$ cat src/icc_pkg.sv
// shared types, character constants and helper functions of the identifier case converter
package icc_pkg;

	// character codes
	localparam logic [7:0] CHAR_UNDERSCORE = 8'h5F;
	localparam logic [7:0] CHAR_SPACE      = 8'h20;
	localparam logic [7:0] CHAR_UPPER_A    = 8'h41;
	localparam logic [7:0] CHAR_UPPER_Z    = 8'h5A;
	localparam logic [7:0] CHAR_LOWER_A    = 8'h61;
	localparam logic [7:0] CHAR_LOWER_Z    = 8'h7A;
	localparam logic [7:0] CASE_DELTA      = 8'd32;

	// conversion mode carried with every character
	typedef enum logic [1:0] {
		MODE_SNAKE   = 2'd0,
		MODE_CAMEL   = 2'd1,
		MODE_PASCAL  = 2'd2,
		MODE_INVALID = 2'd3
	} mode_t;

	// end of packet status
	typedef enum logic [1:0] {
		STAT_OK       = 2'd0,
		STAT_EDGE_SEP = 2'd1,
		STAT_BAD_MODE = 2'd2
	} status_t;

	// one converted request and the next value of the packet state
	typedef struct packed {
		logic    ins;
		logic    keep;
		logic    emit;
		logic [7:0] ch;
		status_t status;
		logic    cap_nxt;
		logic    fws_nxt;
	} conv_t;

	function automatic logic is_upper(input logic [7:0] c);
		return (c >= CHAR_UPPER_A) && (c <= CHAR_UPPER_Z);
	endfunction

	function automatic logic is_lower(input logic [7:0] c);
		return (c >= CHAR_LOWER_A) && (c <= CHAR_LOWER_Z);
	endfunction

	function automatic logic is_sep(input logic [7:0] c);
		return (c == CHAR_UNDERSCORE) || (c == CHAR_SPACE);
	endfunction

endpackage

$ cat src/icc_conv.sv
// combinational case conversion of one registered character
module icc_conv (
	input  logic [7:0]     char_in,
	input  icc_pkg::mode_t mode,
	input  logic           first_char,
	input  logic           last_char,
	input  logic           cap_q,
	input  logic           fws_q,
	output icc_pkg::conv_t res
);

	logic [7:0] c;
	logic       keep;
	logic       ins;
	logic       cap_in;
	logic       cap_nxt;
	logic       fws_nxt;
	icc_pkg::status_t status;

	// first character restarts the packet state
	assign cap_in  = first_char ? 1'b0 : cap_q;
	assign fws_nxt = first_char ? icc_pkg::is_sep(char_in) : fws_q;

	// per mode rewrite
	always_comb begin
		c       = char_in;
		keep    = 1'b1;
		ins     = 1'b0;
		cap_nxt = cap_in;
		unique case (mode)
			icc_pkg::MODE_SNAKE: begin
				if (icc_pkg::is_upper(char_in)) begin
					c   = char_in + icc_pkg::CASE_DELTA;
					ins = !first_char;
				end else if (char_in == icc_pkg::CHAR_SPACE) begin
					c = icc_pkg::CHAR_UNDERSCORE;
				end
			end
			icc_pkg::MODE_CAMEL: begin
				if (icc_pkg::is_sep(char_in)) begin
					keep    = 1'b0;
					cap_nxt = 1'b1;
				end else begin
					if (cap_in && icc_pkg::is_lower(char_in)) begin
						c = char_in - icc_pkg::CASE_DELTA;
					end
					cap_nxt = 1'b0;
					if (first_char && icc_pkg::is_upper(char_in)) begin
						c = char_in + icc_pkg::CASE_DELTA;
					end
				end
			end
			icc_pkg::MODE_PASCAL: begin
				if (first_char) begin
					if (icc_pkg::is_lower(char_in)) begin
						c = char_in - icc_pkg::CASE_DELTA;
					end
				end else if (char_in == icc_pkg::CHAR_UNDERSCORE) begin
					keep    = 1'b0;
					cap_nxt = 1'b1;
				end else begin
					if (cap_in && icc_pkg::is_lower(char_in)) begin
						c = char_in - icc_pkg::CASE_DELTA;
					end
					cap_nxt = 1'b0;
				end
			end
			default: begin
				c = char_in;
			end
		endcase
	end

	// status priority: leading separator, bad mode, trailing separator
	always_comb begin
		status = icc_pkg::STAT_OK;
		if (last_char) begin
			if (fws_nxt) begin
				status = icc_pkg::STAT_EDGE_SEP;
			end else if (mode == icc_pkg::MODE_INVALID) begin
				status = icc_pkg::STAT_BAD_MODE;
			end else if (icc_pkg::is_sep(char_in)) begin
				status = icc_pkg::STAT_EDGE_SEP;
			end
		end
	end

	assign res.ins     = ins;
	assign res.keep    = keep;
	assign res.emit    = keep || last_char;
	assign res.ch      = keep ? c : 8'd0;
	assign res.status  = status;
	assign res.cap_nxt = cap_nxt;
	assign res.fws_nxt = fws_nxt;

endmodule

$ cat src/identifier_case_converter.sv
// top level of the identifier case converter: input register, conversion, result register
//
//  channel | direction | tdata          | tuser                          | tlast
//  s_axis  | in        | char_in [7:0]  | mode [1:0], first_char [2]     | last_char
//  m_axis  | out       | char_out [7:0] | char_valid [0], status [2:1]   | end_of_packet
//
// one request per cycle unless the result register stalls; a snake-mode capital that
// is not first holds the input stage while the inserted '_' goes into it first, since the
// inserted '_' and the character share the single result register
// arst_n clears the valid flags and the packet state; no clearing pass
// a stalled result register holds an input stage that emits, which then holds s_tready low
module identifier_case_converter (
	input  logic       clk,
	input  logic       arst_n,
	input  logic       s_tvalid,
	output logic       s_tready,
	input  logic [7:0] s_tdata,   // [7:0] char_in
	input  logic [2:0] s_tuser,   // [1:0] mode, [2] first_char
	input  logic       s_tlast,   // last_char
	output logic       m_tvalid,
	input  logic       m_tready,
	output logic [7:0] m_tdata,   // [7:0] char_out
	output logic [2:0] m_tuser,   // [0] char_valid, [2:1] status
	output logic       m_tlast    // end_of_packet
);

	logic           s1_valid_q;
	logic [7:0]     char_s1;
	icc_pkg::mode_t mode_s1;
	logic           first_s1;
	logic           last_s1;
	logic           ins_done_q;
	logic           cap_q;
	logic           fws_q;

	logic             out_valid_q;
	logic [7:0]       out_char_q;
	logic             out_cvalid_q;
	logic             out_eop_q;
	icc_pkg::status_t out_stat_q;

	icc_pkg::conv_t res;
	logic           out_free;
	logic           ins_pend;
	logic           s1_done;
	logic           s_accept;

	// conversion of the registered character
	icc_conv u_conv (
		.char_in    (char_s1),
		.mode       (mode_s1),
		.first_char (first_s1),
		.last_char  (last_s1),
		.cap_q      (cap_q),
		.fws_q      (fws_q),
		.res        (res)
	);

	// handshake and stage advance
	assign out_free = !out_valid_q || m_tready;
	assign ins_pend = s1_valid_q && res.ins && !ins_done_q;
	assign s1_done  = s1_valid_q && !ins_pend && (out_free || !res.emit);
	assign s_tready = !s1_valid_q || s1_done;
	assign s_accept = s_tvalid && s_tready;

	// input register
	always_ff @(posedge clk or negedge arst_n) begin
		if (!arst_n) begin
			s1_valid_q <= 1'b0;
		end else if (s_tready) begin
			s1_valid_q <= s_tvalid;
		end
	end

	always_ff @(posedge clk) begin
		if (s_accept) begin
			char_s1  <= s_tdata;
			mode_s1  <= icc_pkg::mode_t'(s_tuser[1:0]);
			first_s1 <= s_tuser[2];
			last_s1  <= s_tlast;
		end
	end

	// packet state and insertion progress
	always_ff @(posedge clk or negedge arst_n) begin
		if (!arst_n) begin
			cap_q      <= 1'b0;
			fws_q      <= 1'b0;
			ins_done_q <= 1'b0;
		end else begin
			if (s1_done) begin
				cap_q      <= res.cap_nxt;
				fws_q      <= res.fws_nxt;
				ins_done_q <= 1'b0;
			end else if (ins_pend && out_free) begin
				ins_done_q <= 1'b1;
			end
		end
	end

	// result register valid
	always_ff @(posedge clk or negedge arst_n) begin
		if (!arst_n) begin
			out_valid_q <= 1'b0;
		end else if (out_free) begin
			out_valid_q <= ins_pend || (s1_valid_q && res.emit);
		end
	end

	// result register payload: inserted '_' first, then the character itself
	always_ff @(posedge clk) begin
		if (out_free && ins_pend) begin
			out_char_q   <= icc_pkg::CHAR_UNDERSCORE;
			out_cvalid_q <= 1'b1;
			out_eop_q    <= 1'b0;
			out_stat_q   <= icc_pkg::STAT_OK;
		end else if (out_free && s1_valid_q && res.emit) begin
			out_char_q   <= res.ch;
			out_cvalid_q <= res.keep;
			out_eop_q    <= last_s1;
			out_stat_q   <= res.status;
		end
	end

	assign m_tvalid = out_valid_q;
	assign m_tdata  = out_char_q;
	assign m_tuser  = {out_stat_q, out_cvalid_q};
	assign m_tlast  = out_eop_q;

endmodule

$ cat config.mk
export PLATFORM = sky130hd
export DESIGN_NAME = identifier_case_converter
export DESIGN_NICKNAME = d
export VERILOG_FILES = /design/src/icc_pkg.sv /design/src/icc_conv.sv /design/src/identifier_case_converter.sv
export SDC_FILE = /design/constraint.sdc
export NUM_CORES = 1
export LEC_CHECK = 0
export BUFFER_PORTS_ARGS = -buffer_cell sky130_fd_sc_hd__buf_2
export CORE_MARGIN = 2
export CORE_UTILIZATION = 55
export CTS_CLUSTER_DIAMETER = 40
export CTS_CLUSTER_SIZE = 25
export DETAILED_ROUTE_END_ITERATION = 8
export PLACE_DENSITY = 0.77
export SLEW_MARGIN = 30
export SYNTH_ARGS = -nofsm -noshare
export SYNTH_HDL_FRONTEND = slang
export SYNTH_SLANG_ARGS = --single-unit
$ cat constraint.sdc
create_clock -name clk -period 3.1 [get_ports clk]
set_clock_uncertainty 0.15 [all_clocks]
set_input_delay 0.775 -clock clk [delete_from_list [all_inputs] [get_ports clk]]
set_output_delay 0.775 -clock clk [all_outputs]
set_load 0.005 [all_outputs]
==> flow_summary.ini <==
[synth]
synthTopCellsByCount = nand2_1, dfxtp_1, edfxtp_1
synthCells = 169
ys_seq_elements = 29
yosysMostFrequentCell = nand2_1
synth.avg_cell_area_um2 = 10.3
synth_area_mm2 = 0.00174
async_flop_share_pct = 17.2
yosys.area.top_type = edfxtp_1
yosys_warnings = 0
synthTopCellsByArea = edfxtp_1, dfxtp_1, dfrtp_1
synth_edf_count = 12
synth_nets = 192
netlist.area_leader.share_pct = 20.7
ys_seq_area_share_pct = 41.8
synth_flop_cell = edfxtp_1
synthDistinctLibCells = 60

[timing]
final.period_utilization_pct = 98.7
maxSlewViolCount = 0
slew_headroom_pct = 47.4
finalHoldViolCount = 0
clock.fmax_ghz = 0.327
fin_crit_ns = 3.06
tightestPinTransition_ns = 0.786
setup_ws_ns = 0.0393
setup-violations-final = 0

[power]
power_uw = 1100
vdd_ir_drop_max_v = 0.000303
p_per_area_mw_per_mm2 = 512
pwr-share-seq_pct = 48.2
p_leak_uw = 0.000940
swShare_pct = 32.4
clockPowerShare_pct = 19.7
intPower_uw = 742
combPwrFrac_pct = 32.1
switchingPower_uw = 356

[clock_network]
cts_tree = done
cts.sinks = 29
clock-root-buffer = clkbuf_4
h-tree-depth = 2
ctsHoldBuffers = 0
numCtsBuffers = 5
insertion_delay_ns = 0.34
path_clk_slew_ns = 0.09
clk_path_buf_depth = 2

[setup_path]
path_cells = inv_2 -> ha_1 -> nor4b_4 -> nand2_2 -> a311oi_4 -> o211ai_1 -> nand2_1 -> buf_2
path_class = reg2out
required_ns = 2.17
worstPathArrival_ns = 2.14
end_kind = output port
crit_path_max_fanout = 4
reg2reg_to = m_tdata[7]
ff2ff_path_depth = 7
cp-start-kind = register
r2r_start = char_s1[2]
reg2reg_slack_ns = 0.42
slowest_delay_ns = 0.42
critPathSlowestCell = edfxtp_1

[final_layout]
multi_input_area_um2 = 980
n_antenna_cell = 0
area_growth_syn_to_layout_pct = 23.6
layout-drive-gt1-share_pct = 32.7
fillers = 227
ff_latch_area_um2 = 726
fin_nets = 242
design_area_mm2 = 0.00215

[routing]
vias = 1555
drt-initial-drc-count = 104
routed_wirelength_mm = 4.39
post_drt_wl_per_cell_um = 16.6
ant_nets = 0
via_per_inst = 5.89
drt_first_pass_iters = 4
drc = 0

[placed_design]
gp_congestion = 0.867
dp_hpwl_mm = 2.99
dpl-instance-area_mm2 = 0.00191
port_buffers = 29
pre_cts_ws_ns = 0.227

[floorplanning]
row_count = 20
die_y_um = 60.2
initial_core_util_pct = 57.4
die_width_um = 60.2
dieArea_mm2 = 0.00362
num_io_pins = 30
core_mm2 = 0.00303

[global_routing]
antenna_found_initial = 0
grt_pass1_wl_mm = 6.62
grt_usage_pct = 25.1
grt_pass1_vias = 1430
grt_max_degree = 14
overflow = 0

[run_status]
status = completed

[min_path]
hold_class = in2async

[run]
cap_violations = 0
-- flip-flops by register name, summed over array words and instances, names as in the netlist --
register / count
char_s1: 8
m_tdata: 8
s1_valid_q: 1
fws_q: 1
first_s1: 1
mode_s1: 2
m_tlast: 1
out_cvalid_q: 1
m_tvalid: 1
cap_q: 1
ins_done_q: 1
out_stat_q: 2
last_s1: 1
-- critical path: cells and delay by family, from the launching register on --
kind / cells / cell delay (ns)
AOI/OAI and AO/OA: 2 / 0.44
buffers and inverters: 2 / 0.23
and+or+nand+nor: 3 / 0.56
adders and majority gates: 1 / 0.17
DFF: 1 / 0.42
-- final cells by class --
| type | count | share of cell area (%) |
|---|---|---|
| Sequential cell | 29 | 33.8 |
| Clock buffer | 8 | 2.27 |
| Multi-Input combinational cell | 126 | 45.7 |
| Inverter | 6 | 1.05 |
| Tap cell | 44 | 2.57 |
| Timing Repair Buffer | 51 | 14.6 |
-- per-stage QoR --
stage | hold slack, ns | setup TNS (ns) | instances | util (%)
6_report | 0.0831 | 0 | 264 | 70.9
4_1_cts | 0.0844 | 0 | 258 | 68.0
5_1_grt | 0.0906 | -0.101 | 264 | 70.9
3_5_place_dp | 0.297 | 0 | 237 | 63.1
3_3_place_gp | 0.290 | 0 | 237 | 63.1
2_1_floorplan | 0.289 | 0 | 169 | -
-- cells by family after synthesis --
| kind of cell | share of synthesized area, % |
|---|---|
| and+or+nand+nor | 20.5 |
| AOI/OAI and AO/OA | 27.3 |
| DFF | 41.8 |
| buffers and inverters | 4.18 |
| adders and majority gates | 5.04 |
| muxes | 1.22 |
-- worst max-delay path by stage --
stage / from / end / slack (ns) / depth (start not counted)
after detailed placement: char_s1[7] / s_tready / 0.23 / 6
after global routing: char_s1[6] / s_tready / -0.10 / 8
final: char_s1[6] / s_tready / 0.04 / 8
after global placement: char_s1[7] / s_tready / 0.28 / 6
after CTS: char_s1[6] / s_tready / 0.03 / 8
after floorplan: char_s1[6] / s_tready / 0.27 / 8
-- timing repair --
| action | 4_1_cts | 5_1_grt |
|---|---|---|
| buffers inserted | 13 | 6 |
| endpoints found under the setup margin | 1 | 1 |
| gates resized for setup | 1 | 8 |
| pin swaps | 1 | 3 |
-- layout by cell type, fill, tap and decap left out, drive strengths merged, types with 3 or more instances in the layout --
cell type   n
nor4b       3
a31oi       4
o311ai      3
dfxtp      12
a21o        7
ha          7
a221o       6
dfrtp       5
nand2      17
nor2b       4
nor2        9
nor3        6
a21oi       7
o31ai       4
clkbuf      8
inv         6
nand3       3
and2        3
edfxtp     12
o21ai       5
buf        51
-- layer usage --
| metal | part of all wire [%] | GRT usage (%) | vias to the layer above |
|---|---|---|---|
| met5 | 0 | 0 | - |
| met4 | 1.8 | 11.4 | 0 |
| met3 | 4.2 | 3.90 | 9 |
| met2 | 48 | 39.4 | 48 |
| met1 | 46 | 33.8 | 745 |
| li1 | - | - | 753 |
-- power by group through the flow --
stage | clock network (uW) | registers (uW) | logic, uW
after floorplan | 0 | 534 | 208
after global placement | 0 | 540 | 301
after detailed placement | 0 | 544 | 303
after CTS | 221 | 529 | 331
after global routing | 234 | 539 | 390
final | 216 | 530 | 352
(Power assumes the default switching activity.)
